===== src/rtl/core/tga_rle_pkg.sv =====
// Shared types and constants for the Targa run-length row encoder.
// Used by tga_rle_ctrl, tga_rle_dpath and tga_rle_row_encoder_core.
package tga_rle_pkg;

   localparam int MAX_SPAN_DEF       = 128;
   localparam int PIX_PER_RESULT_DEF = 4;
   localparam int PIX_FIELDS         = 4;
   localparam int PIX_IDX_W          = 2;
   localparam int PIX_W              = 32;
   localparam int COUNT_W            = 3;
   localparam int HDR_CNT_W          = 7;

   typedef enum logic [2:0] {
      ST_IDLE,
      ST_GATHER,
      ST_EMIT,
      ST_COPY,
      ST_WRITE
   } ctrl_state_type;

   typedef struct packed {
      logic accept;
      logic gather;
      logic load_out;
      logic write_copy;
      logic write_pix;
   } ctrl_cmd_type;

   typedef struct packed {
      logic dec_send;
      logic chunk_done;
      logic out_free;
      logic final_chunk;
      logic end_phase;
      logic copy_pending;
      logic row_end;
   } dp_status_type;

endpackage


===== src/rtl/core/tga_rle_ctrl.sv =====
// Sequencer for the run-length encoder: steps each pixel through span send,
// predecessor copy, store write and row-end flush. Depends on tga_rle_pkg.
module tga_rle_ctrl (
   input  logic                       clock,
   input  logic                       reset,
   input  logic                       req_valid,
   output logic                       req_ready,
   input  tga_rle_pkg::dp_status_type status,
   output tga_rle_pkg::ctrl_cmd_type  cmd
);
   import tga_rle_pkg::*;

   ctrl_state_type state_ff;
   ctrl_state_type state_in;

   always_ff @(posedge clock) begin
      if (reset) begin
         state_ff <= ST_IDLE;
      end else begin
         state_ff <= state_in;
      end
   end

   always_comb begin
      state_in = state_ff;
      case (state_ff)
         ST_IDLE: begin
            if (req_valid) begin
               state_in = status.dec_send ? ST_GATHER : ST_WRITE;
            end
         end
         ST_GATHER: begin
            if (status.chunk_done) begin
               state_in = ST_EMIT;
            end
         end
         ST_EMIT: begin
            if (status.out_free) begin
               if (!status.final_chunk) begin
                  state_in = ST_GATHER;
               end else if (status.end_phase) begin
                  state_in = ST_IDLE;
               end else if (status.copy_pending) begin
                  state_in = ST_COPY;
               end else begin
                  state_in = ST_WRITE;
               end
            end
         end
         ST_COPY: begin
            state_in = ST_WRITE;
         end
         ST_WRITE: begin
            state_in = status.row_end ? ST_GATHER : ST_IDLE;
         end
         default: begin
            state_in = ST_IDLE;
         end
      endcase
   end

   always_comb begin
      req_ready      = 1'b0;
      cmd            = '0;
      case (state_ff)
         ST_IDLE: begin
            req_ready  = 1'b1;
            cmd.accept = req_valid;
         end
         ST_GATHER: begin
            cmd.gather = 1'b1;
         end
         ST_EMIT: begin
            cmd.load_out = status.out_free;
         end
         ST_COPY: begin
            cmd.write_copy = 1'b1;
         end
         ST_WRITE: begin
            cmd.write_pix = 1'b1;
         end
         default: begin
            cmd = '0;
         end
      endcase
   end

endmodule


===== src/rtl/core/tga_rle_dpath.sv =====
// Datapath of the run-length encoder: span state, pixel store, chunk gather
// and the result register. Depends on tga_rle_pkg; driven by tga_rle_ctrl.
module tga_rle_dpath #(
   parameter int MAX_SPAN          = tga_rle_pkg::MAX_SPAN_DEF,
   parameter int PIXELS_PER_RESULT = tga_rle_pkg::PIX_PER_RESULT_DEF
) (
   input  logic                       clock,
   input  logic                       reset,
   input  tga_rle_pkg::ctrl_cmd_type  cmd,
   output tga_rle_pkg::dp_status_type status,
   input  logic                       csr_valid,
   input  logic                       csr_alpha_enabled,
   input  logic [7:0]                 req_red,
   input  logic [7:0]                 req_green,
   input  logic [7:0]                 req_blue,
   input  logic [7:0]                 req_alpha,
   input  logic                       req_row_end,
   input  logic                       rsp_ready,
   output logic                       rsp_valid,
   output logic                       rsp_header_valid,
   output logic [7:0]                 rsp_header_byte,
   output logic [2:0]                 rsp_pixel_count,
   output logic [31:0]                rsp_pixel_0,
   output logic [31:0]                rsp_pixel_1,
   output logic [31:0]                rsp_pixel_2,
   output logic [31:0]                rsp_pixel_3,
   output logic                       rsp_last
);
   import tga_rle_pkg::*;

   localparam int LW    = $clog2(MAX_SPAN + 1);
   localparam int AW    = $clog2(MAX_SPAN);
   localparam int CMPW  = LW + COUNT_W;
   localparam int CHUNK = (PIXELS_PER_RESULT > PIX_FIELDS) ? PIX_FIELDS : PIXELS_PER_RESULT;

   logic              alpha_en_ff;
   logic [LW-1:0]     len_ff, len_in;
   logic              rep_ff, rep_in;
   logic [PIX_W-1:0]  prev_ff, prev_in;
   logic [PIX_W-1:0]  pix_ff, pix_in;
   logic              row_end_ff, row_end_in;
   logic              copy_ff, copy_in;
   logic              snd_rep_ff, snd_rep_in;
   logic [LW-1:0]     snd_n_ff, snd_n_in;
   logic [LW-1:0]     snd_total_ff, snd_total_in;
   logic [LW-1:0]     snd_pos_ff, snd_pos_in;
   logic              snd_first_ff, snd_first_in;
   logic              end_phase_ff, end_phase_in;
   logic [COUNT_W-1:0] iss_ff, iss_in;
   logic [COUNT_W-1:0] cap_ff, cap_in;
   logic              rd_vld_ff, rd_vld_in;
   logic [PIX_W-1:0]  rdata_ff;
   logic [PIX_W-1:0]  stage_ff [PIX_FIELDS];
   logic [PIX_W-1:0]  mem [MAX_SPAN];

   logic              rsp_valid_ff, rsp_valid_in;
   logic              rsp_header_valid_ff;
   logic [7:0]        rsp_header_byte_ff;
   logic [COUNT_W-1:0] rsp_pixel_count_ff;
   logic [PIX_W-1:0]  rsp_pixel_ff [PIX_FIELDS];
   logic              rsp_last_ff;

   logic [PIX_W-1:0]  req_pix;
   logic [PIX_W-1:0]  cmp_mask;
   logic              same;
   logic              len_nz, len_one, at_max;
   logic              act_split, act_close, act_limit;
   logic [LW-1:0]     remain;
   logic [COUNT_W-1:0] take;
   logic              final_chunk;
   logic              issue;
   logic [LW-1:0]     rd_sum;
   logic [AW-1:0]     rd_addr;
   logic              mem_we;
   logic [AW-1:0]     mem_wa;
   logic [PIX_W-1:0]  mem_wd;

   assign req_pix  = {(alpha_en_ff ? req_alpha : 8'h00), req_blue, req_green, req_red};
   assign cmp_mask = alpha_en_ff ? 32'hFFFF_FFFF : 32'h00FF_FFFF;
   assign same     = ((req_pix ^ prev_ff) & cmp_mask) == '0;
   assign len_nz   = len_ff != '0;
   assign len_one  = len_ff == LW'(1);
   assign at_max   = len_ff >= LW'(MAX_SPAN);

   assign act_split = len_nz && !len_one && same && !rep_ff;
   assign act_close = len_nz && !len_one && !same && rep_ff;
   assign act_limit = len_nz && !len_one && (same == rep_ff) && at_max;

   assign remain      = snd_total_ff - snd_pos_ff;
   assign take        = (CMPW'(remain) > CMPW'(CHUNK)) ? COUNT_W'(CHUNK) : COUNT_W'(remain);
   assign final_chunk = (CMPW'(snd_pos_ff) + CMPW'(take)) >= CMPW'(snd_total_ff);

   assign issue   = cmd.gather && (iss_ff < take);
   assign rd_sum  = snd_pos_ff + LW'(iss_ff);
   assign rd_addr = rd_sum[AW-1:0];

   assign mem_we = cmd.write_copy || cmd.write_pix;
   assign mem_wa = cmd.write_copy ? '0 : len_ff[AW-1:0];
   assign mem_wd = cmd.write_copy ? prev_ff : pix_ff;

   always_comb begin
      status.dec_send     = act_split || act_close || act_limit;
      status.chunk_done   = cap_ff == take;
      status.out_free     = !rsp_valid_ff || rsp_ready;
      status.final_chunk  = final_chunk;
      status.end_phase    = end_phase_ff;
      status.copy_pending = copy_ff;
      status.row_end      = row_end_ff;
   end

   always_comb begin
      len_in       = len_ff;
      rep_in       = rep_ff;
      prev_in      = prev_ff;
      pix_in       = pix_ff;
      row_end_in   = row_end_ff;
      copy_in      = copy_ff;
      snd_rep_in   = snd_rep_ff;
      snd_n_in     = snd_n_ff;
      snd_total_in = snd_total_ff;
      snd_pos_in   = snd_pos_ff;
      snd_first_in = snd_first_ff;
      end_phase_in = end_phase_ff;
      if (cmd.accept) begin
         pix_in       = req_pix;
         row_end_in   = req_row_end;
         copy_in      = act_split;
         end_phase_in = 1'b0;
         snd_pos_in   = '0;
         snd_first_in = 1'b1;
         if (len_one) begin
            rep_in = same;
         end
         if (act_split) begin
            // close the literal without its last pixel, which opens a repeat
            snd_rep_in   = 1'b0;
            snd_n_in     = len_ff - LW'(1);
            snd_total_in = len_ff - LW'(1);
            len_in       = LW'(1);
            rep_in       = 1'b1;
         end else if (act_close) begin
            snd_rep_in   = 1'b1;
            snd_n_in     = len_ff;
            snd_total_in = LW'(1);
            len_in       = '0;
            rep_in       = 1'b0;
         end else if (act_limit) begin
            snd_rep_in   = rep_ff;
            snd_n_in     = len_ff;
            snd_total_in = rep_ff ? LW'(1) : len_ff;
            len_in       = '0;
         end
      end
      if (cmd.write_copy) begin
         copy_in = 1'b0;
      end
      if (cmd.write_pix) begin
         prev_in = pix_ff;
         len_in  = len_ff + LW'(1);
         if (row_end_ff) begin
            snd_rep_in   = rep_ff;
            snd_n_in     = len_ff + LW'(1);
            snd_total_in = rep_ff ? LW'(1) : len_ff + LW'(1);
            snd_pos_in   = '0;
            snd_first_in = 1'b1;
            end_phase_in = 1'b1;
            len_in       = '0;
            rep_in       = 1'b0;
         end
      end
      if (cmd.load_out) begin
         snd_pos_in   = snd_pos_ff + LW'(take);
         snd_first_in = 1'b0;
      end
   end

   always_comb begin
      iss_in    = iss_ff;
      cap_in    = cap_ff;
      rd_vld_in = issue;
      if (cmd.accept || cmd.load_out || cmd.write_pix) begin
         iss_in    = '0;
         cap_in    = '0;
         rd_vld_in = 1'b0;
      end else begin
         if (issue) begin
            iss_in = iss_ff + COUNT_W'(1);
         end
         if (rd_vld_ff) begin
            cap_in = cap_ff + COUNT_W'(1);
         end
      end
   end

   always_comb begin
      rsp_valid_in = rsp_valid_ff;
      if (cmd.load_out) begin
         rsp_valid_in = 1'b1;
      end else if (rsp_ready) begin
         rsp_valid_in = 1'b0;
      end
   end

   always_ff @(posedge clock) begin
      if (reset) begin
         alpha_en_ff  <= 1'b0;
         len_ff       <= '0;
         rep_ff       <= 1'b0;
         prev_ff      <= '0;
         row_end_ff   <= 1'b0;
         copy_ff      <= 1'b0;
         end_phase_ff <= 1'b0;
         snd_first_ff <= 1'b0;
         iss_ff       <= '0;
         cap_ff       <= '0;
         rd_vld_ff    <= 1'b0;
         rsp_valid_ff <= 1'b0;
      end else begin
         if (csr_valid) begin
            alpha_en_ff <= csr_alpha_enabled;
         end
         len_ff       <= len_in;
         rep_ff       <= rep_in;
         prev_ff      <= prev_in;
         row_end_ff   <= row_end_in;
         copy_ff      <= copy_in;
         end_phase_ff <= end_phase_in;
         snd_first_ff <= snd_first_in;
         iss_ff       <= iss_in;
         cap_ff       <= cap_in;
         rd_vld_ff    <= rd_vld_in;
         rsp_valid_ff <= rsp_valid_in;
      end
   end

   always_ff @(posedge clock) begin
      pix_ff       <= pix_in;
      snd_rep_ff   <= snd_rep_in;
      snd_n_ff     <= snd_n_in;
      snd_total_ff <= snd_total_in;
      snd_pos_ff   <= snd_pos_in;
      if (rd_vld_ff) begin
         stage_ff[cap_ff[PIX_IDX_W-1:0]] <= rdata_ff;
      end
   end

   always_ff @(posedge clock) begin
      if (mem_we) begin
         mem[mem_wa] <= mem_wd;
      end
      rdata_ff <= mem[rd_addr];
   end

   always_ff @(posedge clock) begin
      if (cmd.load_out) begin
         rsp_header_valid_ff <= snd_first_ff;
         rsp_header_byte_ff  <= snd_first_ff ?
                                {snd_rep_ff, HDR_CNT_W'(snd_n_ff - LW'(1))} : 8'h00;
         rsp_pixel_count_ff  <= take;
         rsp_last_ff         <= final_chunk && (end_phase_ff || !row_end_ff);
         for (int k = 0; k < PIX_FIELDS; k++) begin
            rsp_pixel_ff[k] <= (COUNT_W'(k) < take) ? stage_ff[k] : '0;
         end
      end
   end

   assign rsp_valid        = rsp_valid_ff;
   assign rsp_header_valid = rsp_header_valid_ff;
   assign rsp_header_byte  = rsp_header_byte_ff;
   assign rsp_pixel_count  = rsp_pixel_count_ff;
   assign rsp_pixel_0      = rsp_pixel_ff[0];
   assign rsp_pixel_1      = rsp_pixel_ff[1];
   assign rsp_pixel_2      = rsp_pixel_ff[2];
   assign rsp_pixel_3      = rsp_pixel_ff[3];
   assign rsp_last         = rsp_last_ff;

`ifndef SYNTHESIS
   a_len_max: assert property (@(posedge clock) disable iff (reset)
      len_ff <= LW'(MAX_SPAN))
      else $error("span length beyond limit");

   a_load_free: assert property (@(posedge clock) disable iff (reset)
      cmd.load_out |-> (!rsp_valid_ff || rsp_ready))
      else $error("result register overwritten");

   a_gather_drained: assert property (@(posedge clock) disable iff (reset)
      cmd.load_out |-> !rd_vld_ff)
      else $error("result loaded with a store read in flight");

   a_count_range: assert property (@(posedge clock) disable iff (reset)
      rsp_valid_ff |-> (rsp_pixel_count_ff != '0 && rsp_pixel_count_ff <= COUNT_W'(CHUNK)))
      else $error("pixel count out of range");

   a_repeat_one: assert property (@(posedge clock) disable iff (reset)
      (rsp_valid_ff && rsp_header_valid_ff && rsp_header_byte_ff[7])
      |-> rsp_pixel_count_ff == COUNT_W'(1))
      else $error("repeat span carries more than one pixel");
`endif

endmodule


===== src/rtl/core/tga_rle_row_encoder_core.sv =====
// Targa run-length row encoder: one pixel per req beat, one span piece per
// rsp beat. A pixel that closes no span is accepted and then written to the
// span store; a pixel that splits a literal span also has its predecessor
// moved to the first store entry. The pixels of each rsp beat are gathered
// through the single read port of the span store, which yields one pixel a
// cycle. A repeat span is one beat; a literal span of n pixels is
// ceil(n/4) beats. The finished beat waits in an output register, so the
// next req beat is taken while it is pending. The span store is not cleared
// after reset; only entries of the open span are ever read.
// Depends on tga_rle_pkg, tga_rle_ctrl and tga_rle_dpath.
module tga_rle_row_encoder_core #(
   parameter int MAX_SPAN          = tga_rle_pkg::MAX_SPAN_DEF,
   parameter int PIXELS_PER_RESULT = tga_rle_pkg::PIX_PER_RESULT_DEF
) (
   input  logic        clock,
   input  logic        reset,
   input  logic        csr_valid,
   output logic        csr_ready,
   input  logic        csr_alpha_enabled,
   input  logic        req_valid,
   output logic        req_ready,
   input  logic [7:0]  req_red,
   input  logic [7:0]  req_green,
   input  logic [7:0]  req_blue,
   input  logic [7:0]  req_alpha,
   input  logic        req_row_end,
   output logic        rsp_valid,
   input  logic        rsp_ready,
   output logic        rsp_header_valid,
   output logic [7:0]  rsp_header_byte,
   output logic [2:0]  rsp_pixel_count,
   output logic [31:0] rsp_pixel_0,
   output logic [31:0] rsp_pixel_1,
   output logic [31:0] rsp_pixel_2,
   output logic [31:0] rsp_pixel_3,
   output logic        rsp_last
);
   import tga_rle_pkg::*;

   ctrl_cmd_type  cmd;
   dp_status_type status;

   assign csr_ready = 1'b1;

   tga_rle_ctrl u_ctrl (
      .clock     (clock),
      .reset     (reset),
      .req_valid (req_valid),
      .req_ready (req_ready),
      .status    (status),
      .cmd       (cmd)
   );

   tga_rle_dpath #(
      .MAX_SPAN          (MAX_SPAN),
      .PIXELS_PER_RESULT (PIXELS_PER_RESULT)
   ) u_dpath (
      .clock             (clock),
      .reset             (reset),
      .cmd               (cmd),
      .status            (status),
      .csr_valid         (csr_valid),
      .csr_alpha_enabled (csr_alpha_enabled),
      .req_red           (req_red),
      .req_green         (req_green),
      .req_blue          (req_blue),
      .req_alpha         (req_alpha),
      .req_row_end       (req_row_end),
      .rsp_ready         (rsp_ready),
      .rsp_valid         (rsp_valid),
      .rsp_header_valid  (rsp_header_valid),
      .rsp_header_byte   (rsp_header_byte),
      .rsp_pixel_count   (rsp_pixel_count),
      .rsp_pixel_0       (rsp_pixel_0),
      .rsp_pixel_1       (rsp_pixel_1),
      .rsp_pixel_2       (rsp_pixel_2),
      .rsp_pixel_3       (rsp_pixel_3),
      .rsp_last          (rsp_last)
   );

endmodule


===== config.mk =====
export PLATFORM = sky130hd
export DESIGN_NAME = tga_rle_row_encoder_core
export DESIGN_NICKNAME = d
export VERILOG_FILES = /design/src/rtl/core/tga_rle_pkg.sv /design/src/rtl/core/tga_rle_ctrl.sv /design/src/rtl/core/tga_rle_dpath.sv /design/src/rtl/core/tga_rle_row_encoder_core.sv
export SDC_FILE = /design/constraint.sdc
export NUM_CORES = 2
export LEC_CHECK = 0
export BUFFER_PORTS_ARGS = -buffer_cell sky130_fd_sc_hd__clkbuf_2
export CAP_MARGIN = 10
export CORE_MARGIN = 5
export CORE_UTILIZATION = 35
export CTS_CLUSTER_SIZE = 12
export DETAILED_ROUTE_END_ITERATION = 7
export MAX_ROUTING_LAYER = met4
export PLACE_DENSITY_LB_ADDON = 0.05
export SYNTH_ARGS = -nofsm -noshare
export SYNTH_HDL_FRONTEND = slang
export SYNTH_MEMORY_MAX_BITS = 65536
export SYNTH_SLANG_ARGS = --single-unit

===== constraint.sdc =====
create_clock -name clock -period 6.2 [get_ports clock]
set_clock_uncertainty 0.2 [all_clocks]
set_input_delay 0.62 -clock clock [delete_from_list [all_inputs] [get_ports clock]]
set_output_delay 0.62 -clock clock [all_outputs]
set_load 0.005 [all_outputs]

======== Word-level counts from Yosys, hierarchy flattened ========
Memory sizes are Yosys's and may differ from the RTL's. A register that Yosys moved wholly into a read port is not among the register bits.
Index checks and enable logic that the tools add are counted.
cells by class
  $lt $le $gt $ge ......................... 8
  add/subtract/negate cells ............... 9
  multiplexer cells ....................... 74
  bitwise gates (word level) .............. 2
  eq/ne operators ......................... 10
  reductions and logical operators ........ 32
operators with widths
  cell                                                           count
  two-way mux 8 bit                                              25
  two-way mux 32 bit                                             6
  two-way mux 1 bit                                              33
  AND 32 bit                                                     1
  zero test 32 bit                                               1
  bitwise XOR 32 bit                                             1
  two-way mux 3 bit                                              8
  one-hot mux 3 bit (5 select lines)                             1
  >= comparator 11 x 8 -> 1 bit                                  1
  adder 8 x 3 -> 9 bit                                           1
  logical AND 1 bit                                              9
  adder 8 x 1 -> 8 bit, second input constant                    1
  adder 8 x 3 -> 8 bit                                           1
  == test 8 x 1 -> 1 bit, second input constant                  1
  >= comparator 8 bit, second input constant                     1
  greater-than comparator 8 x 3 -> 1 bit, second input constant  1
  nonzero test 8 bit                                             1
  subtractor 8 x 1 -> 8 bit, second input constant               1
  subtractor 8 bit                                               1
  adder 7 x 3 -> 7 bit                                           1
  logical OR 1 bit                                               7
  two-way mux 7 bit                                              1
  subtractor 7 x 1 -> 7 bit, second input constant               1
  adder 3 x 1 -> 3 bit, second input constant                    2
  other kinds (17)                                               28
storage, ports and cells
  memory bits (writable) .................. 4352
  memories ................................ 3
  bits in registers ....................... 127
  output and inout port bits .............. 144
memories
  memory                words  width  read ports  clocked after Yosys merged registers in  write ports  line                 RTL
  u_dpath.mem           128    32     1           1                                        1            tga_rle_dpath.sv:54  logic [PIX_W-1:0] mem [MAX_SPAN];
  u_dpath.rsp_pixel_ff  4      32     4           0                                        4            tga_rle_dpath.sv:60  logic [PIX_W-1:0] rsp_pixel_ff [PIX_FIELDS];
  u_dpath.stage_ff      4      32     4           0                                        1            tga_rle_dpath.sv:53  logic [PIX_W-1:0] stage_ff [PIX_FIELDS];

======== Depth between registers and ports, before layout ========
  depth in word-level cells ............... 13
  mapped depth ............................ 22
  depth with buffers taken out ............ 22

======== Hierarchy ========
A second synthesis with hierarchy kept.
unflattened totals
  cell total of the unflattened synthesis .. 7156
  area, all modules ....................... 172111.3 um^2
by module, submodules not included
  module                    cells an instance  area an instance (um^2)  seq. area each (um^2)  instances
  tga_rle_dpath             7118               171838.6                 134238.7               1
  tga_rle_ctrl              36                 261.5                    60.1                   1
  tga_rle_row_encoder_core  2                  11.3                     0.0                    1

======== Worst setup path after synthesis ========
OpenSTA, ideal clock, no wires.
  kind .................................... input port to flip-flop
  start ................................... in rsp_ready
  end ..................................... reg u_dpath.rsp_header_byte_ff[0] (netlist: u_dpath.rsp_header_byte[0]), enable pin
  arrival time ............................ 5.000 ns
  data required time ...................... 5.439 ns
  cell stages on the path ................. 4
  path buffers ............................ 1
  setup slack ............................. 0.439 ns
  path through ............................ nand2b_1 nand2_1 inv_1 clkbuf_1
RTL lines
  element               line                            RTL
  start, declared       tga_rle_row_encoder_core.sv:28  input logic rsp_ready,
  end signal, assigned  tga_rle_dpath.sv:257            rsp_header_byte_ff <= snd_first_ff ?
  end, declared         tga_rle_dpath.sv:58             logic [7:0] rsp_header_byte_ff;

======== Final worst setup path ========
  start ................................... reg u_dpath.snd_total_ff[0]
  end ..................................... reg u_ctrl.state_ff[1]
between the ends
  word-level cells in the longest chain between the ends .. 8
ends and longest elaborated chain
  element                                 line                  RTL
  start, declared                         tga_rle_dpath.sv:45   logic [LW-1:0] snd_total_ff, snd_total_in;
  start signal, assigned                  tga_rle_dpath.sv:240  snd_total_ff <= snd_total_in;
  subtractor 8 bit (*)                    tga_rle_dpath.sv:89   assign remain = snd_total_ff - snd_pos_ff;
  greater-than comparator 8 x 3 -> 1 bit  tga_rle_dpath.sv:90   assign take = (CMPW'(remain) > CMPW'(CHUNK)) ? COUNT_W'(CHUNK) : COUNT_W'(remain);
  two-way mux 3 bit (*)                   tga_rle_dpath.sv:90
  net u_dpath.take[1]                     tga_rle_dpath.sv:69   logic [COUNT_W-1:0] take;
  adder 8 x 3 -> 9 bit                    tga_rle_dpath.sv:91   assign final_chunk = (CMPW'(snd_pos_ff) + CMPW'(take)) >= CMPW'(snd_total_ff);
  >= comparator 11 x 8 -> 1 bit           tga_rle_dpath.sv:91
  two-way mux 3 bit                       tga_rle_ctrl.sv:39    if (!status.final_chunk) begin
  two-way mux 3 bit                       tga_rle_ctrl.sv:38    if (status.out_free) begin
  one-hot mux 3 bit (5 select lines)      tga_rle_ctrl.sv:26    case (state_ff)
  end signal, assigned                    tga_rle_ctrl.sv:20    state_ff <= state_in;
  end, declared                           tga_rle_ctrl.sv:13    ctrl_state_type state_ff;
The timed path passes the listed nets; every way through them passes the cells marked *. The select of a mux whose other input is x is not followed.
A chain may end at the register's enable or synchronous reset.

==> run metrics <==
GRT Total Usage=20.60%; Starting Density=35.09%; I/O Pins=183; max cap viols=0; Synth Area in Compound Gates=0.6174%; WHS=151.7 ps; Fmax=0.1727 GHz; Die H=710.7 microns; delay of the slowest critical-path stage=580 ps; multiplexer share of the synthesized area=17.91%; Worst Setup End Kind=flip-flop; DRC=0; period utilisation layout=93.41%; flops & latches, synth=4510; clk sinks=4510; commonest non-fill, non-tap cells in the layout=edfxtp_1 (4397), mux4_2 (1344), clkbuf_16 (538); Cell Area, Synth=171900 sq um; Clk Latency, worst-skew pair=1040 ps; CP max stage cell=fa_1; hold path start=req_red[4]; grt ovf=0; first-pass GRT wire length=707.7 mm; Worst Setup SP=u_dpath.snd_total_ff[0]; post-layout power=74.60 mW; Area Overhead vs Synth=16.79%; CP Class=flip-flop to flip-flop; CP cell instances=inv_1, ha_1, fa_1, and2_1, o221ai_1, a211o_1, a2111oi_4, nand3b_1, inv_1, ha_1, and3_1, a41o_1, and3_1, xnor2_1, ha_1, nor2_1, o31a_1, o21bai_1, a21boi_2, buf_4, nand3b_1, a2111oi_0, a31o_2; Hold WC Path Type=primary input to flip-flop; Period minus WS final=5791 ps; final RePlAce weighted congestion=0.7840; setup bufs post-CTS=0; initial antenna violation count=46; largest net degree at the start of global routing=129; Final Slew Violations=0; number of global-route vias before repair=83250; commonest non-fill, non-tap cell in the layout=edfxtp_1; TritonCTS Buffers=519; CP bufs+invs=3; share of cells above drive strength 1=33.24%; Peak VDD IR=0.0003478 V; Via Count=80920; Post-Layout Cell Count=14850; Unique masters post-synth=64; largest family of logic cells by synthesized area=multiplexers; post-synthesis xor/xnor area fraction=0.3618%; Detailed Place HPWL=298.2 mm; CTS HTree Levels=6; Reg-to-Reg Start=u_dpath.snd_total_ff[0]; fin worst setup slack=408.6 ps; Rows=257; port buffer count=181; Starting DRT DRC Count=8148; DR WL/cell=34.63 microns; Final setup violation count=0; CTS tree=yes; Slew HR=17.61%; worst-margin pin slew=1232 ps; CP Launch Type=flip-flop; most frequent CP cell=ha_1; antenna viol nets, final=0; Power Density=371.7 nW/um^2; Post-synth EDFFs=4397; sequential-to-total area share from yosys stat=78.15%; Synthesized Nets=7292; Layout Nets=8027; drt total wl=514.2 mm; mean area per synthesized cell=23.81 sq um; Synth Area in Adders=0.2679%; drt pass-1 iters=6; Final Hold Fails=0; DIE WIDTH=710.7 microns; clk slew on worst S/H paths=60 ps; yosys synthesis warning count=0; Core Box Area=489700 sq um; Lkg Pwr=60.89 nW; Worst EP arrival=6550 ps; CP top delay family=compound AO/OA/AOI/OAI gates; WP data required=6960 ps; Clock Root Buffer=clkbuf_16; status=finished, final reports clean; Cells after Synth=7218; Max clock buf depth=4; Post-Place Cells=13870; crit-path max FO=5; DP Worst Slack=45.13 ps; r2r setup slk=410 ps; ys flop type=edfxtp_1; Vias per Instance=5.450; die area=505100 sq um; Synth Area in Simple Gates=1.750%; Post-synth ARST share=0%
[final cells by class]
class	count	area [sq um]
Clock buffer	703	14190
Inverter	36	140.1
Timing Repair Buffer	584	4980
Sequential cell	4510	134300
Clock inverter	211	1685
Tap cell	6475	8102
Fill cell	42560	289000
Multi-Input combinational cell	2302	37240
Antenna cell	27	67.56
[synth_stat cells, types with 23 or more instances]
library cell  number  share of area, %
dfxtp_1          113               1.3
mux4_2          1344                18
mux2_2            33              0.22
buf_1             80              0.17
a21oi_1           65              0.19
ha_1              32              0.23
and2_1           150              0.55
nor2_1           170              0.37
edfxtp_1        4397                77
nor3_1            23             0.067
clkbuf_1         218              0.48
xnor2_1           52              0.27
buf_2             69              0.20
inv_1             33             0.072
nand2_1          218              0.48
[metrics by stage]
stage / utilization (%) / area, sq um / TNS, ps
2_1_floorplan: - / 171900 / 0
3_5_place_dp: 37.63 / 184300 / 0
6_report: 40.98 / 200700 / 0
4_1_cts: 40.96 / 200600 / 0
5_1_grt: 40.97 / 200600 / -6.402
3_3_place_gp: 37.63 / 184300 / -1.087
[cell families after synthesis]
kind of cell    after synthesis
flops                      4510
other cells                   1
mux                        1390
fa+ha+maj                    35
xor+xnor                     71
compound gates              164
simple gates                641
buf+inv                     406
[worst register-to-register path, stage by stage, from the launching register on]
cell	delay (ps)
dfxtp_1	360
inv_1	90
ha_1	220
fa_1	580
and2_1	180
o221ai_1	120
a211o_1	340
a2111oi_4	480
nand3b_1	270
inv_1	220
ha_1	250
and3_1	180
a41o_1	290
and3_1	250
xnor2_1	160
ha_1	210
nor2_1	50
o31a_1	100
o21bai_1	200
a21boi_2	110
buf_4	160
nand3b_1	140
a2111oi_0	410
a31o_2	160
[worst paths after layout]
path                                      endpoint  cells past startpoint
worst min register to register  u_dpath.prev_ff[0]                      2
worst max register to register  u_ctrl.state_ff[1]                     23
worst min-delay path             u_dpath.pix_ff[4]                      2
worst max-delay path            u_ctrl.state_ff[1]                     23
[routing by layer]
layer	share of wire [%]	GRT usage (%)
met1	46	30.03
met2	46	31.10
met3	5.6	2.987
met4	2.1	4.089
met5	0	-
[sequential cells by signal, summed over array words and instances, names as in the netlist, 3 cells and up]
| signal | flops |
|---|---|
| u_ctrl.state_ff | 3 |
| u_dpath.cap_ff | 3 |
| u_dpath.iss_ff | 3 |
| u_dpath.len_ff | 8 |
| u_dpath.mem | 4096 |
| u_dpath.pix_ff | 32 |
| u_dpath.prev_ff | 32 |
| u_dpath.rdata_ff | 32 |
| u_dpath.rsp_header_byte | 8 |
| u_dpath.rsp_pixel_count | 3 |
| u_dpath.rsp_pixel_ff | 128 |
| u_dpath.snd_n_ff | 7 |
| u_dpath.snd_pos_ff | 8 |
| u_dpath.snd_total_ff | 8 |
| u_dpath.stage_ff | 128 |
[report_power, final]
part / internal [mW] / leakage [nW] / switching, mW
sequential: 35.7 / 40.5 / 0.589
clock: 16.9 / 7.74 / 12.1
combinational: 3.31 / 12.6 / 6.07
total: 55.9 / 60.9 / 18.7
[repair_timing]
| item | in CTS | in global routing |
|---|---|---|
| hold buffers | 41 | 0 |
| endpoints found under the hold margin | 47 | 0 |
| resized for setup | 0 | 4 |
| endpoints found under the setup margin | 0 | 4 |
No activity file was read; power rests on OpenSTA's default activity.
